**config.mk**
```make
export PLATFORM = sky130hd
export DESIGN_NAME = vbc_queue
export DESIGN_NICKNAME = d
export VERILOG_FILES = /design/src/hw/rtl/vbc_pkg.sv /design/src/hw/rtl/vbc_queue.sv
export SDC_FILE = /design/constraint.sdc
export NUM_CORES = 1
export LEC_CHECK = 0
export BUFFER_PORTS_ARGS = -buffer_cell sky130_fd_sc_hd__buf_2
export CAP_MARGIN = 20
export CORE_ASPECT_RATIO = 0.6
export CORE_MARGIN = 2
export CORE_UTILIZATION = 30
export DETAILED_ROUTE_END_ITERATION = 12
export SLEW_MARGIN = 20
export SYNTH_ARGS = -nofsm -noshare
export SYNTH_HDL_FRONTEND = slang
export SYNTH_SLANG_ARGS = --single-unit
```
**constraint.sdc**
```tcl
create_clock -name clk -period 10.6 [get_ports clk]
set_input_delay 2.12 -clock clk [delete_from_list [all_inputs] [get_ports clk]]
set_output_delay 2.12 -clock clk [all_outputs]
set_load 0.1 [all_outputs]
```
**src/hw/rtl/vbc_pkg.sv**
```systemverilog
package vbc_pkg;

  // Default geometry
  localparam int XY_VOXEL_BITS = 9;
  localparam int Z_VOXELS      = 64;
  localparam int FRAC_BITS     = 4;

  // Largest geometry the command word carries
  localparam int XY_MAX = 12;
  localparam int Z_MAX  = 64;
  localparam int ZI_MAX = 6;

  // Port and datapath widths
  localparam int IN_W   = 72;
  localparam int OUT_W  = 40;
  localparam int CW     = 16;
  localparam int DW     = 24;
  localparam int SUM_W  = 48;
  localparam int MAG_W  = 16;
  localparam int NW     = 70;

  localparam logic [7:0] MARGIN_RST = 8'd16;

  // Kind codes
  localparam logic KIND_INSERT = 1'b0;
  localparam logic KIND_QUERY  = 1'b1;

  // One classified item
  typedef struct packed {
    logic                     query;
    logic                     active;
    logic                     last;
    logic [XY_MAX-1:0]        x0;
    logic [XY_MAX-1:0]        x1;
    logic [XY_MAX-1:0]        y0;
    logic [XY_MAX-1:0]        y1;
    logic [ZI_MAX-1:0]        zidx;
    logic [Z_MAX-1:0]         zmask;
    logic signed [13:0]       px2;
    logic signed [13:0]       py2;
  } cmd_t;

  // Scan result handed to the normalizer
  typedef struct packed {
    logic                     hit;
    logic signed [SUM_W-1:0]  sumx;
    logic signed [SUM_W-1:0]  sumy;
  } job_t;

  function automatic logic signed [CW-1:0] clampc(input logic signed [CW-1:0] v,
                                                 input logic signed [CW-1:0] lo,
                                                 input logic signed [CW-1:0] hi);
    logic signed [CW-1:0] r;
    r = v;
    if (v < lo) r = lo;
    if (v > hi) r = hi;
    return r;
  endfunction

endpackage

```
**src/hw/rtl/vbc_queue.sv**
```systemverilog
module vbc_queue (
  input  logic          clk,
  input  logic          rst,
  input  logic          push,
  input  vbc_pkg::cmd_t push_cmd,
  output logic          push_ready,
  input  logic          pop,
  output logic          pop_valid,
  output vbc_pkg::cmd_t pop_cmd
);

  vbc_pkg::cmd_t slots [2];
  logic [1:0] cnt;
  logic       wp, rp;
  logic       do_push, do_pop;

  assign push_ready = (cnt != 2'd2);
  assign pop_valid  = (cnt != 2'd0);
  assign pop_cmd    = slots[rp];
  assign do_push    = push && push_ready;
  assign do_pop     = pop && pop_valid;

  // Advance pointers and fill count
  always_ff @(posedge clk) begin
    if (rst) begin
      cnt <= '0;
      wp  <= 1'b0;
      rp  <= 1'b0;
    end else begin
      if (do_push) wp <= ~wp;
      if (do_pop) rp <= ~rp;
      if (do_push && !do_pop) cnt <= cnt + 2'd1;
      else if (do_pop && !do_push) cnt <= cnt - 2'd1;
    end
  end

  // Store payload
  always_ff @(posedge clk) begin
    if (do_push) slots[wp] <= push_cmd;
  end

endmodule

```
==> reports/qor.yml <==
fillers: 3534
drc: 0
totalWireLength_mm: 23.4
clock_path_buffers: 3
wl_per_cell_um: 17.4
grt_antenna_before_repair: 0
ys_seq_area_share_pct: 79.4
syn_nets: 642
crit_family: "buffers and inverters"
min_from: "rp$_SDFFE_PP0P_"
max_stage_delay_ns: 0.89
r2r-start: "cnt[0]$_SDFFE_PP0P_"
pre_cts_slack_ns: 5.83
synthCells: 488
wl_met2_mm: 10.6
hpwl_mm: 15.4
first_iter_violations: 234
fin_ws_ns: 5.36
clk_pin_slew_ns: 0.06
yosysWarnings: 0
setup_violations: 0
maxCapViolCount: 0
yosysTopAreaCell: "edfxtp_1"
syn_area_per_cell_sq_um: 23.4
synth_compound_area_share_pct: 0.263
worstPathMaxFanout: 55
grt_pass1_wl_mm: 34.4
critPathBufInv: 2
rows: 55
io_buffers: 303
cts_sinks: 303
min_path_type: "reg -> reg"
finalHoldViolations: 0
reg2regPathDepth: 4
clkLatencyLatePin_ns: 0.55
ant_nets: 0
root_buffer: "clkbuf_16"
n_antenna_cell: 0
nets: 964
synth_xor_xnor_area_share_pct: 0.230
r2r-end: "slots[0][86]$_DFFE_PP_"
gr-total-overflow: 0
layout_min_cycle_time_ns: 5.24
fp.dieW_um: 256
end_kind: "output pin"
synth_top_family_by_area: "multiplexers"
avgViaCountPerCell: 4.14
regToRegSetupSlack_ns: 7.80
wl_met1_mm: 11.0
synth_seq_cells: 303
tns_ns: 0
cp_cell_sequence: "buf_4 > mux2_4 > buf_2"
outcome: "finished, final reports clean"
first_global_vias: 5762
tightest_slew_ns: 0.992
critPathRequiredTime_ns: 8.48
htree_num_levels: 1
yosysTopAreaCellShare_pct: 78.5
gr-usage-all-layers_pct: 11.3
rsz0062_at_grt: "no"
cts_tree: "done"
cts_hold_buf: 0
cts_setup_buffers: 0
muxShareOfSynthArea_pct: 18.0
post-route-period-util_pct: 49.4
grt_max_degree: 87
drv_slew: 0
area_growth_pct: 25.8
cts_buffers: 29
synthAdderAreaFrac_pct: 0.110
slowest_stage: "dfxtp_4"
die_h_um: 155
initial_core_util_pct: 30.3
vias: 5560
drive_gt1_share_pct: 60.2
clock.fmax_mhz: 191
hold_depth: 2
dr.pass1.iters: 4
netlist_area_sq_um: 11400
fin_worst_skew_ns: 0.00795
die_area_sq_um: 39600
synthTopCellsByArea: "edfxtp_1 78%, mux2_4 13%, mux2_2 4.7%"
cts_resized: 0
cp.arrival_ns: 3.12
max_slew_margin_pct: 33.9
crit_path_start_kind: "flop"
routabilityCongestion: 0.737
highest_layer: "met4"
ys_types: 19
wl_met3_mm: 1.44
crit_type: "reg -> out"
synth-simple-area-share_pct: 0.439
ios: 304
core-area_sq_um: 37600
cell usage in the layout (no fill, tap or decap), drive strengths merged:
cell type,count
a21bo,1
a21oi,2
and2,1
and3,1
buf,308
bufinv,3
clkbuf,37
clkinv,9
clkinvlp,1
dfxtp,5
edfxtp,298
ha,1
inv,2
mux2,149
nand2b,1
nand3b,1
nor2,3
o21ai,2
or2,1
or3,1
xor2,3
tightest hold or removal path, stage by stage (launching register included):
cell and delay [ns]:
dfxtp_1 0.32, xor2_1 0.08, nor2_1 0.07
cell type report:
| type | count | area (sq um) | area share [%] |
|---|---|---|---|
| Clock buffer | 37 | 756 | 5.27 |
| Clock inverter | 14 | 145 | 1.01 |
| Inverter | 1 | 8.76 | 0.0611 |
| Multi-Input combinational cell | 167 | 2180 | 15.2 |
| Sequential cell | 303 | 9050 | 63.1 |
| Tap cell | 513 | 642 | 4.48 |
| Timing Repair Buffer | 308 | 1550 | 10.8 |
state kept, by name, summed over array words and instances (netlist names), named ones only:
name and cells:
rp 1, cnt 2, slots 298, wp 1
synth_stat cells:
cell,number
buf_6,14
mux2_2,48
or3_1,1
and3_1,1
buf_2,3
xor2_1,3
inv_1,1
and2_1,1
edfxtp_1,298
nand2b_1,1
a21bo_2,1
mux2_4,101
ha_1,1
dfxtp_1,5
nand3b_1,1
a21oi_1,2
nor2_1,3
or2_2,1
o21ai_0,2
layer usage:
metal  vias up  GRT usage [%]
met5         -              0
met4         0           2.34
met3        28           3.39
met2       168           17.5
met1      2774           15.8
li1       2590              -
metrics by stage:
step | area, sq um | std cells | hold WS, ns | util [%]
2_1_floorplan | 11400 | 488 | 0.471 | -
3_3_place_gp | 13400 | 1292 | 0.484 | 35.8
3_5_place_dp | 13400 | 1292 | 0.493 | 35.8
4_1_cts | 14300 | 1343 | 0.509 | 38.2
5_1_grt | 14300 | 1343 | 0.554 | 38.2
6_report | 14300 | 1343 | 0.511 | 38.2
cells by family after synthesis:
kind of cell               Yosys count
muxes                              149
xor gates and xnor gates             3
and+or+nand+nor                      9
DFF                                303
buffers and inverters               18
AOI/OAI and AO/OA                    5
adders and majority gates            1
how the worst max path moves through the flow:
| stage | from | to | depth (start not counted) |
|---|---|---|---|
| global placement | flop | pop_cmd[14] | 3 |
| CTS | flop | pop_cmd[77] | 3 |
| detailed placement | flop | pop_cmd[77] | 3 |
| floorplan | push | slots[1][0]$_DFFE_PP_ | 1 |
| finish | flop | pop_cmd[37] | 3 |
| global route | flop | pop_cmd[98] | 3 |
Power is not shown: default switching activity piles up to over one toggle a cycle in this logic, so the estimate is an artifact.
