`config.mk`:
```
export PLATFORM = sky130hd
export DESIGN_NAME = vbc_front
export DESIGN_NICKNAME = d
export VERILOG_FILES = /design/src/hw/rtl/vbc_pkg.sv /design/src/hw/rtl/vbc_front.sv
export SDC_FILE = /design/constraint.sdc
export NUM_CORES = 1
export LEC_CHECK = 0
export BUFFER_PORTS_ARGS = -buffer_cell sky130_fd_sc_hd__clkbuf_2
export CAP_MARGIN = 20
export CORE_ASPECT_RATIO = 1.5
export CORE_MARGIN = 2
export CORE_UTILIZATION = 30
export DETAILED_ROUTE_END_ITERATION = 10
export MAX_ROUTING_LAYER = met4
export PLACE_DENSITY = 0.62
export SETUP_SLACK_MARGIN = 0.2
export SYNTH_ARGS = -nofsm -noshare
export SYNTH_HDL_FRONTEND = slang
export SYNTH_SLANG_ARGS = --single-unit
export TNS_END_PERCENT = 10
```
`constraint.sdc`:
```
create_clock -name vclk -period 5.3
set_clock_uncertainty 0.1 [all_clocks]
set_input_delay 0.265 -clock vclk [all_inputs]
set_output_delay 0.265 -clock vclk [all_outputs]
set_load 0.01 [all_outputs]
```
`src/hw/rtl/vbc_pkg.sv`:
```
package vbc_pkg;

  // Default geometry
  localparam int XY_VOXEL_BITS = 9;
  localparam int Z_VOXELS      = 64;
  localparam int FRAC_BITS     = 4;

  // Largest geometry the command word carries
  localparam int XY_MAX = 12;
  localparam int Z_MAX  = 64;
  localparam int ZI_MAX = 6;

  // Port and datapath widths
  localparam int IN_W   = 72;
  localparam int OUT_W  = 40;
  localparam int CW     = 16;
  localparam int DW     = 24;
  localparam int SUM_W  = 48;
  localparam int MAG_W  = 16;
  localparam int NW     = 70;

  localparam logic [7:0] MARGIN_RST = 8'd16;

  // Kind codes
  localparam logic KIND_INSERT = 1'b0;
  localparam logic KIND_QUERY  = 1'b1;

  // One classified item
  typedef struct packed {
    logic                     query;
    logic                     active;
    logic                     last;
    logic [XY_MAX-1:0]        x0;
    logic [XY_MAX-1:0]        x1;
    logic [XY_MAX-1:0]        y0;
    logic [XY_MAX-1:0]        y1;
    logic [ZI_MAX-1:0]        zidx;
    logic [Z_MAX-1:0]         zmask;
    logic signed [13:0]       px2;
    logic signed [13:0]       py2;
  } cmd_t;

  // Scan result handed to the normalizer
  typedef struct packed {
    logic                     hit;
    logic signed [SUM_W-1:0]  sumx;
    logic signed [SUM_W-1:0]  sumy;
  } job_t;

  function automatic logic signed [CW-1:0] clampc(input logic signed [CW-1:0] v,
                                                 input logic signed [CW-1:0] lo,
                                                 input logic signed [CW-1:0] hi);
    logic signed [CW-1:0] r;
    r = v;
    if (v < lo) r = lo;
    if (v > hi) r = hi;
    return r;
  endfunction

endpackage

```
`src/hw/rtl/vbc_front.sv`:
```
module vbc_front #(
  parameter int XY_VOXEL_BITS = vbc_pkg::XY_VOXEL_BITS,
  parameter int Z_VOXELS      = vbc_pkg::Z_VOXELS,
  parameter int FRAC_BITS     = vbc_pkg::FRAC_BITS
) (
  input  logic                     s_tvalid,
  output logic                     s_tready,
  input  logic [vbc_pkg::IN_W-1:0] s_tdata,
  input  logic                     s_tuser,
  input  logic                     s_tlast,
  input  logic [7:0]               xy_margin,
  input  logic                     clearing,
  input  logic                     q_ready,
  output logic                     q_push,
  output vbc_pkg::cmd_t            q_cmd
);

  localparam int CW = vbc_pkg::CW;
  localparam logic signed [CW-1:0] GH   = CW'(1 << (XY_VOXEL_BITS - 1));
  localparam logic signed [CW-1:0] ZTOP = CW'(Z_VOXELS);
  localparam logic signed [CW-1:0] ZS   = CW'(3 << FRAC_BITS);

  logic signed [12:0] px, py;
  logic signed [10:0] pz;
  logic signed [CW-1:0] p2x, p2y, p2z, sxe, sye, sze, m2e;
  logic signed [CW-1:0] x0, x1, y0, y1, z0, z1;
  logic signed [CW-1:0] x0i, x1i, y0i, y1i, z0c, z1c;
  logic signed [CW-1:0] vx, vy, vz, vxi, vyi;
  logic covered, in_grid;
  logic [vbc_pkg::Z_MAX-1:0] zmask;

  assign px  = s_tdata[12:0];
  assign py  = s_tdata[25:13];
  assign pz  = s_tdata[36:26];
  assign sxe = CW'(s_tdata[47:37]);
  assign sye = CW'(s_tdata[58:48]);
  assign sze = CW'(s_tdata[69:59]);
  assign m2e = CW'({xy_margin, 1'b0});
  assign p2x = CW'(px) <<< 1;
  assign p2y = CW'(py) <<< 1;
  assign p2z = CW'(pz) <<< 1;

  // Box bounds in half units, floored to voxels
  assign x0 = (p2x - sxe - m2e) >>> (FRAC_BITS + 1);
  assign x1 = (p2x + sxe + m2e) >>> (FRAC_BITS + 1);
  assign y0 = (p2y - sye - m2e) >>> (FRAC_BITS + 1);
  assign y1 = (p2y + sye + m2e) >>> (FRAC_BITS + 1);
  assign z0 = (p2z - sze + ZS) >>> (FRAC_BITS + 1);
  assign z1 = (p2z + sze - ZS) >>> (FRAC_BITS + 1);

  assign covered = (x0 <= x1) && (y0 <= y1) && (z0 <= z1) &&
                   (x1 >= -GH) && (x0 < GH) && (y1 >= -GH) && (y0 < GH) &&
                   (z1 >= 0) && (z0 < ZTOP);

  // Clip to the grid and shift to unsigned indices
  assign x0i = vbc_pkg::clampc(x0, -GH, GH - 1) + GH;
  assign x1i = vbc_pkg::clampc(x1, -GH, GH - 1) + GH;
  assign y0i = vbc_pkg::clampc(y0, -GH, GH - 1) + GH;
  assign y1i = vbc_pkg::clampc(y1, -GH, GH - 1) + GH;
  assign z0c = vbc_pkg::clampc(z0, '0, ZTOP - 1);
  assign z1c = vbc_pkg::clampc(z1, '0, ZTOP - 1);

  assign zmask = ({vbc_pkg::Z_MAX{1'b1}} << z0c[vbc_pkg::ZI_MAX-1:0]) &
                 ({vbc_pkg::Z_MAX{1'b1}} >>
                  (vbc_pkg::ZI_MAX'(vbc_pkg::Z_MAX - 1) - z1c[vbc_pkg::ZI_MAX-1:0]));

  // Voxel of a map point
  assign vx  = CW'(px) >>> FRAC_BITS;
  assign vy  = CW'(py) >>> FRAC_BITS;
  assign vz  = CW'(pz) >>> FRAC_BITS;
  assign vxi = vx + GH;
  assign vyi = vy + GH;
  assign in_grid = (vx >= -GH) && (vx < GH) && (vy >= -GH) && (vy < GH) &&
                   (vz >= 0) && (vz < ZTOP);

  // Hold input while the queue is full or the map is being cleared
  assign s_tready = q_ready && !clearing;
  assign q_push   = s_tvalid && s_tready;

  always_comb begin
    q_cmd       = '0;
    q_cmd.query = (s_tuser == vbc_pkg::KIND_QUERY);
    q_cmd.last  = s_tlast;
    q_cmd.px2   = {px, 1'b0};
    q_cmd.py2   = {py, 1'b0};
    q_cmd.zmask = zmask;
    q_cmd.x1    = vbc_pkg::XY_MAX'(x1i[XY_VOXEL_BITS-1:0]);
    q_cmd.y1    = vbc_pkg::XY_MAX'(y1i[XY_VOXEL_BITS-1:0]);
    if (q_cmd.query) begin
      q_cmd.active = covered;
      q_cmd.x0     = vbc_pkg::XY_MAX'(x0i[XY_VOXEL_BITS-1:0]);
      q_cmd.y0     = vbc_pkg::XY_MAX'(y0i[XY_VOXEL_BITS-1:0]);
      q_cmd.zidx   = '0;
    end else begin
      q_cmd.active = in_grid;
      q_cmd.x0     = vbc_pkg::XY_MAX'(vxi[XY_VOXEL_BITS-1:0]);
      q_cmd.y0     = vbc_pkg::XY_MAX'(vyi[XY_VOXEL_BITS-1:0]);
      q_cmd.zidx   = vz[vbc_pkg::ZI_MAX-1:0];
    end
  end

endmodule

```
==> results.cfg <==
[run_status]
status = complete, no violations

[setup_path]
critPathLaunchType = primary input
worst_path_largest_cell_delay_ns = 0.34
cp.required_ns = 4.93
cp.depth = 21
worstSetupEndpointType = output pin
arrival_ns = 4.33
cp_slowest_cell = nor3_1
worstPathMaxFanout = 4
cp_num_buf_inv = 5
path_delay_family = compound AO/OA/AOI/OAI gates
cp_cell_sequence = clkbuf_2 -> inv_1 -> ha_1 -> inv_1 -> ha_1 -> and4b_2 -> o2111ai_2 -> nand2_2 -> a21oi_1 -> xnor2_1 -> inv_1 -> ha_1 -> or3_1 -> o21ai_0 -> a21oi_1 -> a31oi_1 -> o221ai_1 -> nor3_1 -> a32oi_1 -> a22oi_1 -> clkbuf_2
crit_type = primary input to output pin

[die]
start_util_pct = 30.3
fp.dieH_um = 182
die_w_um = 123
core-area_mm2 = 0.0209
io_pins = 236
die-area_mm2 = 0.0223
rows = 65

[logic_synthesis]
yosysSeqAreaShare_pct = 0
yosys.area_share.simple_pct = 20.5
synth.largest_area_cell = ha_1
synth_top_family_by_area = adder cells
synthTopCellsByArea = ha_1 22%, fa_1 8.8%, inv_1 6.9%
synth.most_common_cell = inv_1
syn_inst = 881
synthXorXnorAreaFrac_pct = 4.42
netlist_area_mm2 = 0.00634
syn_area_per_cell_um2 = 7.20
synth_top_cells_by_count = 117 x inv_1, 112 x ha_1, 67 x nor2_1, 65 x a21oi_1, 62 x nand2_1
muxShareOfSynthArea_pct = 0.690
yosysWarnings = 0
synth_top_area_share_pct = 22.1
synth_cell_types = 86
synth_compound_area_share_pct = 28.9
synth_adder_area_share_pct = 31.6

[timing]
rsz0062_at_grt = no
setup_tns_ns = 0
relSlewSlack_pct = 42.4
fin_ws_ns = 0.603
finalSetupViolations = 0
tightest_slew_ns = 0.856
clock.fmax_mhz = 213
hold_violations = 0
fin_crit_sh_pct = 88.6
period_needed_ns = 4.70
maxSlewViolCount = 0

[layout]
final_cells = 1324
clkbuf_count = 0
syn2layout_area_growth_pct = 17.6
final-seq-area_um2 = 0
fin_nets = 1282
design_area_mm2 = 0.00746
drive_gt1_share_pct = 26.4
seq_cells = 0

[power_and_ir_drop]
internal-power_mw = 0.731
comb_power_share_pct = 100.0
seqPwrFrac_pct = 0
pwr-share-clk_pct = 0
p_leak_nw = 3.92
irDropWorstVdd_mv = 0.155
switching_share_pct = 60.9
power_switching_mw = 1.14
pwr_density_cell_mw_per_mm2 = 250
p_total_mw = 1.87

[placed_design]
dpl_worst_slack_ns = 0.477
place.detailed.hpwl_um = 19400
gp_congestion = 0.956
numPortBuffers = 218
dpl.cell_count = 1321
dpl_cell_area_mm2 = 0.00744

[drt]
drt_iter0_markers = 284
drtAntennaViolNets = 0
vias = 6856
firstDrtPassIters = 5
drc = 0
wl_per_cell_um = 16.6
vias_per_cell = 5.18
drt_wl_total_um = 21900

[flow_run]
max_cap_violations = 0

[global_routing]
overflow = 0
grt_pass1_vias = 6653
grt_first_pass_wirelength_um = 33800
antenna_found_initial = 1
gr-usage-all-layers_pct = 19.4
grt_max_degree = 23

[clock_network]
cts_hold_buf = 0

[worst_hold_path]
holdPathEnd = q_cmd[146]
hp-class = primary input to output pin
holdPathStages = 0
hp-start = s_tlast
-- cells by family (layout without fill, tap and decap cells) --
group / after synthesis / in the layout
AO/OA/AOI/OAI: 257 / 257
multiplexers: 4 / 4
other: 1 / 15
adder cells (fa/ha/maj): 144 / 144
AND/OR/NAND/NOR: 258 / 258
XOR/XNOR: 32 / 32
buffers and inverters: 185 / 346
-- cell type report --
cell class	count	area, um^2
diodes	1	2.50
multi-input cells	709	5520
fillers	2296	13400
repair buffers	227	1160
inverters	119	449
well taps	268	335
-- layer usage --
layer  share of wire [%]  vias to the layer above  track usage [%]
li1                    -                     3387                -
met1                  36                     3137             19.3
met2                  55                      289             38.3
met3                 5.8                       43             2.06
met4                 3.5                        0             6.16
met5                   0                        -                -
-- how the worst max path moves through the flow --
stage | from | end | slack, ns
2_1_floorplan | s_tdata[14] | q_cmd[147] | 1.22
3_3_place_gp | s_tdata[31] | q_cmd[147] | 0.50
3_5_place_dp | s_tdata[31] | q_cmd[147] | 0.48
4_1_cts | s_tdata[31] | q_cmd[147] | 0.44
5_1_grt | s_tdata[63] | q_cmd[147] | 0.27
6_report | s_tdata[63] | q_cmd[147] | 0.60
-- timing repair --
action	in CTS	in global routing
endpoints found under the setup margin	0	1
resized for setup	0	2
buffers inserted	0	2
-- placed cells by master (no fill, tap or decap), types with 9 or more instances in the layout --
cell and count:
buf_4 9, xor2_1 10, a211oi_1 23, o21a_1 14, conb_1 14, a21oi_1 64, nor3_1 29, xnor2_1 22
fa_1 28, nor2_1 67, nand2_1 62, clkbuf_2 218, nor2b_1 13, nand2b_1 13, ha_1 112, and2_1 9
nand3_1 13, o21ai_0 43, a21o_1 20, inv_1 117
-- power by group through the flow --
stage / registers (mW) / logic, mW / clock network (mW)
after global placement: 0 / 1.84 / 0
after detailed placement: 0 / 1.85 / 0
after global routing: 0 / 2.08 / 0.0000000252
after CTS: 0 / 1.86 / 0
final: 0 / 1.87 / 0.0000000252
after floorplan: 0 / 1.29 / 0
-- per-stage QoR --
step,hold WS [ns],utilization [%]
after floorplan,0.481,-
final,0.430,35.7
after detailed placement,0.430,35.6
after CTS,0.430,35.6
after global placement,0.430,35.6
after global routing,0.430,35.7
Note: power is estimated with default switching activity, not from simulation.
