## config.mk

```make
export PLATFORM = sky130hd
export DESIGN_NAME = vbc_norm
export DESIGN_NICKNAME = d
export VERILOG_FILES = /design/src/hw/rtl/vbc_pkg.sv /design/src/hw/rtl/vbc_norm.sv
export SDC_FILE = /design/constraint.sdc
export NUM_CORES = 2
export LEC_CHECK = 0
export CAP_MARGIN = 20
export CORE_UTILIZATION = 55
export DETAILED_ROUTE_END_ITERATION = 8
export DONT_BUFFER_PORTS = 1
export MAX_ROUTING_LAYER = met4
export PLACE_DENSITY = 0.75
export SYNTH_ARGS = -nofsm -noshare
export SYNTH_HDL_FRONTEND = slang
export SYNTH_SLANG_ARGS = --single-unit
```

## constraint.sdc

```tcl
create_clock -name clk -period 21.9 [get_ports clk]
set_input_delay 1.095 -clock clk [delete_from_list [all_inputs] [get_ports clk]]
set_output_delay 1.095 -clock clk [all_outputs]
set_load 0.02 [all_outputs]
```

## src/hw/rtl/vbc_pkg.sv

```systemverilog
package vbc_pkg;

  // Default geometry
  localparam int XY_VOXEL_BITS = 9;
  localparam int Z_VOXELS      = 64;
  localparam int FRAC_BITS     = 4;

  // Largest geometry the command word carries
  localparam int XY_MAX = 12;
  localparam int Z_MAX  = 64;
  localparam int ZI_MAX = 6;

  // Port and datapath widths
  localparam int IN_W   = 72;
  localparam int OUT_W  = 40;
  localparam int CW     = 16;
  localparam int DW     = 24;
  localparam int SUM_W  = 48;
  localparam int MAG_W  = 16;
  localparam int NW     = 70;

  localparam logic [7:0] MARGIN_RST = 8'd16;

  // Kind codes
  localparam logic KIND_INSERT = 1'b0;
  localparam logic KIND_QUERY  = 1'b1;

  // One classified item
  typedef struct packed {
    logic                     query;
    logic                     active;
    logic                     last;
    logic [XY_MAX-1:0]        x0;
    logic [XY_MAX-1:0]        x1;
    logic [XY_MAX-1:0]        y0;
    logic [XY_MAX-1:0]        y1;
    logic [ZI_MAX-1:0]        zidx;
    logic [Z_MAX-1:0]         zmask;
    logic signed [13:0]       px2;
    logic signed [13:0]       py2;
  } cmd_t;

  // Scan result handed to the normalizer
  typedef struct packed {
    logic                     hit;
    logic signed [SUM_W-1:0]  sumx;
    logic signed [SUM_W-1:0]  sumy;
  } job_t;

  function automatic logic signed [CW-1:0] clampc(input logic signed [CW-1:0] v,
                                                 input logic signed [CW-1:0] lo,
                                                 input logic signed [CW-1:0] hi);
    logic signed [CW-1:0] r;
    r = v;
    if (v < lo) r = lo;
    if (v > hi) r = hi;
    return r;
  endfunction

endpackage

```

## src/hw/rtl/vbc_norm.sv

```systemverilog
module vbc_norm (
  input  logic                        clk,
  input  logic                        rst,
  input  logic                        job_valid,
  output logic                        job_ready,
  input  vbc_pkg::job_t               job,
  output logic                        m_tvalid,
  input  logic                        m_tready,
  output logic                        hit,
  output logic [vbc_pkg::MAG_W-1:0]   push_x,
  output logic [vbc_pkg::MAG_W-1:0]   push_y,
  output logic                        push_valid
);

  localparam int SUM_W = vbc_pkg::SUM_W;
  localparam int MAG_W = vbc_pkg::MAG_W;
  localparam int NW    = vbc_pkg::NW;

  localparam logic [2:0] N_IDLE  = 3'd0;
  localparam logic [2:0] N_ABS   = 3'd1;
  localparam logic [2:0] N_SHIFT = 3'd2;
  localparam logic [2:0] N_SQ    = 3'd3;
  localparam logic [2:0] N_SUM   = 3'd4;
  localparam logic [2:0] N_STA   = 3'd5;
  localparam logic [2:0] N_STB   = 3'd6;
  localparam logic [2:0] N_OUT   = 3'd7;

  logic [2:0] state;
  logic hitj, pv;
  logic [3:0] b;
  logic [SUM_W-1:0] mag [2];
  logic neg [2];
  logic [2*MAG_W-1:0] sq [2];
  logic [2*MAG_W:0] s;
  logic [2*MAG_W:0] ssum;
  logic signed [NW-1:0] dd [2];
  logic signed [NW-1:0] ee [2];
  logic signed [NW-1:0] dc [2];
  logic signed [NW-1:0] ec [2];
  logic signed [NW-1:0] aa [2];
  logic [MAG_W-2:0] q [2];

  assign job_ready = (state == N_IDLE);
  assign ssum      = {1'b0, sq[0]} + {1'b0, sq[1]};

  // Digit-serial search for the rounded unit magnitude of each lane
  always_ff @(posedge clk) begin
    if (rst) begin
      state <= N_IDLE;
    end else begin
      case (state)
        N_IDLE: begin
          if (job_valid) begin
            hitj   <= job.hit;
            mag[0] <= job.sumx;
            mag[1] <= job.sumy;
            neg[0] <= job.sumx[SUM_W-1];
            neg[1] <= job.sumy[SUM_W-1];
            q[0]   <= '0;
            q[1]   <= '0;
            pv     <= (job.sumx != '0) || (job.sumy != '0);
            state  <= ((job.sumx != '0) || (job.sumy != '0)) ? N_ABS : N_OUT;
          end
        end
        N_ABS: begin
          for (int l = 0; l < 2; l++) begin
            if (neg[l]) mag[l] <= SUM_W'(0) - mag[l];
          end
          state <= N_SHIFT;
        end
        N_SHIFT: begin
          if ((|mag[0][SUM_W-1:MAG_W]) || (|mag[1][SUM_W-1:MAG_W])) begin
            mag[0] <= mag[0] >> 1;
            mag[1] <= mag[1] >> 1;
          end else begin
            state <= N_SQ;
          end
        end
        N_SQ: begin
          for (int l = 0; l < 2; l++) begin
            sq[l] <= mag[l][MAG_W-1:0] * mag[l][MAG_W-1:0];
          end
          state <= N_SUM;
        end
        N_SUM: begin
          s <= ssum;
          for (int l = 0; l < 2; l++) begin
            dd[l] <= NW'(ssum);
            ee[l] <= -NW'(ssum);
            aa[l] <= NW'(sq[l]) <<< 30;
          end
          b     <= 4'd14;
          state <= N_STA;
        end
        N_STA: begin
          for (int l = 0; l < 2; l++) begin
            dc[l] <= dd[l] + (ee[l] <<< ({1'b0, b} + 5'd2)) + (NW'(s) <<< (2 * b + 2));
            ec[l] <= ee[l] + (NW'(s) <<< ({1'b0, b} + 5'd1));
          end
          state <= N_STB;
        end
        N_STB: begin
          for (int l = 0; l < 2; l++) begin
            if (dc[l] <= aa[l]) begin
              dd[l]   <= dc[l];
              ee[l]   <= ec[l];
              q[l][b] <= 1'b1;
            end
          end
          if (b == 4'd0) begin
            state <= N_OUT;
          end else begin
            b     <= b - 4'd1;
            state <= N_STA;
          end
        end
        N_OUT: begin
          if (!m_tvalid || m_tready) state <= N_IDLE;
        end
        default: state <= N_IDLE;
      endcase
    end
  end

  // Raise the result beat once loaded, drop it when taken
  always_ff @(posedge clk) begin
    if (rst) begin
      m_tvalid <= 1'b0;
    end else if ((state == N_OUT) && (!m_tvalid || m_tready)) begin
      m_tvalid <= 1'b1;
    end else if (m_tready) begin
      m_tvalid <= 1'b0;
    end
  end

  // Load the result beat
  always_ff @(posedge clk) begin
    if ((state == N_OUT) && (!m_tvalid || m_tready)) begin
      hit        <= hitj;
      push_valid <= pv;
      push_x     <= neg[0] ? MAG_W'(0) - MAG_W'(q[0]) : MAG_W'(q[0]);
      push_y     <= neg[1] ? MAG_W'(0) - MAG_W'(q[1]) : MAG_W'(q[1]);
    end
  end

endmodule

```

==> summary.md <==
| Metric | Value |
|---|---|
| FMAX | about 0.11 GHz |
| Initial Utilization | ~56% |
| Clock buffer depth | 3 |
| Yosys top cell area share | about a third |
| Setup CP Type | flip-flop to flip-flop |
| Cts hold-fix bufs | 0 |
| Max-cap check violation count | 0 |
| Root Driver | clkbuf_16 |
| Seq cells post-synth | just under 900 |
| Grt ovf | 0 |
| Mapped Avg Cell Area | roughly 9.4 um^2 |
| Reg2Reg Depth | 24 |
| TNS Setup | 0 ns |
| Area grow syn2layout | 6.715% |
| Status | complete, but fails checks |
| Fin nets | between 9,000 and 10,000 |
| Dpl hpwl | about 240 mm |
| Asr flop ratio synth | 0% |
| Worst EP required | approximately 22 ns |
| Hold Path Origin | rst |
| First-pass GRT wire length | ~430 mm |
| Fillers | roughly 13,000 |
| Seq/Total Area, Yosys | between 30% and 40% |
| Largest net degree at the start of global routing | approximately 160 |
| Hold Vio Cnt, Final | 0 |
| Die ar. | ~150,000 um^2 |
| Placement Rows | between 100 and 150 |
| Vias in the first global route | 65,170 |
| Most common cell after layout, fill and taps aside | nand2_1 |
| Drt via density | 6.482 |
| Worst path arrival time | 9.33 ns |
| Leak | approximately 37 nW |
| I/O Buffers | 0 |
| Hold WS | roughly 0.40 ns |
| Dpl ws | 13.27 ns |
| Period utilization | between 40% and 50% |
| Slew @ Worst Pin | about 1.4 ns |
| Antenna-violating nets left | 0 |
| Slew Viols, Final | 0 |
| Clk sinks | 889 |
| VDD IR-drop max | 283.3 uV |
| Cell count after placement | between 10,000 and 15,000 |
| Largest fanout on the critical path | 145 |
| CTS resizes | 0 |
| Final WL | between 200 and 300 mm |
| Post-Syn Area | 81,590 um^2 |
| Synth top area cells | edfxtp_1 (33%), fa_1 (12%), ha_1 (8.8%), nand2_1 (4.8%), a21oi_1 (3.8%) |
| Worst Hold End | state[2]$_SDFFE_PP0P_ |
| 1st-iter DRT viols | approximately 8,700 |
| CP Capture Type | flip-flop |
| Cts bufs inserted | 107 |
| Reg2reg setup slack | between 10 and 15 ns |
| Placed Area | between 80,000 and 90,000 um^2 |
| Initial antenna violation count | 16 |
| GRT Util Overall | 40.37% |
| Worst Hold Depth | 1 |
| Avg WL per Cell | between 20 and 30 um |
| Core Region | 146,400 um^2 |
| Reg clk slew, reported paths | about 0.060 ns |
| DRC | 7 |
| Pwr dens | 134.2 nW/um^2 |
| Worst Hold Class | primary input to flip-flop |
| Commonest cells after routing, fill and taps aside | nand2_1 (1,034), edfxtp_1 (885), nor2_1 (813) |
| Die span in y | approximately 390 um |
| Post-route minimum period | between 8 and 9 ns |
| Drt first pass iters | 9 |
| Rel. slew slack | 6.696% |
| Worst skew pair latency | about 0.8 ns |
| RSZ-0062 raised after global routing | no |
| Post-synthesis cell count | between 8,000 and 9,000 |
| Critical path launch point type | flip-flop |
| Io pins | ~140 |
| CTS tree | done |
| Distinct cells, synth | 97 |
| Final instance count without filler cells | about 10,000 |
| Finished Core Util | roughly three fifths |
| Post-CTS Setup Bufs | 0 |
| Failing checks | DRC |
| # H-tree levels | 3 |
| Count of final setup violators | 0 |
| Worst reg2reg startpoint | b[1]$_SDFFCE_PP1P_ |
| Final Cell Area | 87,070 um^2 |
| Synthesis Warnings | 0 |
| Cell taking the most area after synthesis | edfxtp_1 |
| EDFF count, synth | between 800 and 900 |
| Worst setup margin | roughly 13 ns |
| Vias | 67,940 |
| Skew final | roughly 0.057 ns |
| Reg-to-Reg End | dc[0][67]$_DFFE_PP_ |
| Layout cell share with drive strength beyond 1 | ~5.8% |
| Most used DFF post-synth | edfxtp_1 |
| Die width | just under 400 um |
| GP Congestion | ~1.2 |
| Tot Pwr | roughly 12 mW |
Yosys cell counts (all sizes together), types with 54 or more instances:
master / count
a21o: 286
a21oi: 622
a31oi: 70
and2: 187
and3: 59
buf: 58
clkbuf: 356
edfxtp: 885
fa: 470
ha: 577
inv: 776
mux2i: 210
mux4: 114
nand2: 1034
nand2b: 70
nand3: 138
nand4: 78
nor2: 816
nor2b: 74
nor3: 96
nor4: 78
o211ai: 62
o21a: 54
o21ai: 432
o21bai: 76
xnor2: 318
xor2: 178
layout make-up:
class	instances	area, um^2	area share, %
antenna	17	42.54	0.04886
clock inverter	74	777.0	0.8924
sequential	889	26660	30.61
timing repair buffer	101	835.8	0.9599
tap	1917	2399	2.755
inverter	784	2948	3.386
clock buffer	126	2749	3.157
multi-input combinational	6574	50660	58.19
how the worst max path moves through the flow:
stage | startpoint | end | cells past startpoint
after floorplan | rst | dc[0][0]$_DFFE_PP_ | 2
after global placement | b[1]$_SDFFCE_PP1P_ | dc[0][138]$_DFFE_PP_ | 24
after detailed placement | b[1]$_SDFFCE_PP1P_ | dc[0][138]$_DFFE_PP_ | 24
after CTS | b[0]$_SDFFCE_PP0P_ | dc[0][138]$_DFFE_PP_ | 21
after global routing | b[1]$_SDFFCE_PP1P_ | dc[0][67]$_DFFE_PP_ | 24
final | b[1]$_SDFFCE_PP1P_ | dc[0][67]$_DFFE_PP_ | 24
layer usage:
metal  global-route usage [%]  part of all wire (%)  vias to the layer above
met5                        -                     0                        -
met4                    21.11                   6.7                        0
met3                    9.662                    11                      932
met2                    60.64                    44                     4077
met1                    50.64                    38                    32940
li1                         -                     -                    30000
registers in the layout, indices dropped and copies added (netlist names), 33 cells and up:
name	cells
sq	62
ee	140
dc	140
dd	140
ec	140
aa	62
mag	96
s	33
worst max-delay path, cell delays in order (launching register included):
cell      delay [ns]
edfxtp_1        0.38
buf_12          0.57
inv_2           0.12
ha_4            0.52
buf_4           0.80
o21ai_0         0.28
nand2_1         0.12
o21ai_0         0.15
nor2_1          0.46
a21oi_1         0.26
nor2_1          0.57
fa_1            0.53
ha_1            0.40
nand4_1         0.24
nor3_1          0.29
nand4_1         0.12
a211oi_1        0.41
o31ai_1         0.24
o211ai_1        0.45
a21oi_1         0.20
nand3b_1        0.22
o21ai_0         0.56
a31oi_1         0.24
a21oi_1         0.20
xor2_1          0.08
report_power, final:
part	internal [mW]	switching [mW]	leakage, nW
sequential	2.37	0.111	7.95
combinational	3.02	4.36	27.6
clock	1.03	0.805	1.72
total	6.41	5.27	37.2
cell families (layout without fill, tap and decap cells):
logic type | count (synthesis) | after routing | synth area share (%)
simple gates | 2771 | 2771 | 15.50
compound gates | 1896 | 1896 | 14.40
buf+inv | 1198 | 1085 | 5.547
fa+ha+maj | 1047 | 1047 | 20.38
flops | 889 | 889 | 32.67
xor+xnor | 496 | 496 | 5.333
mux | 356 | 356 | 6.165
other cells | 1 | 25 | 0.004596
Power figures use the tool's default switching activity.
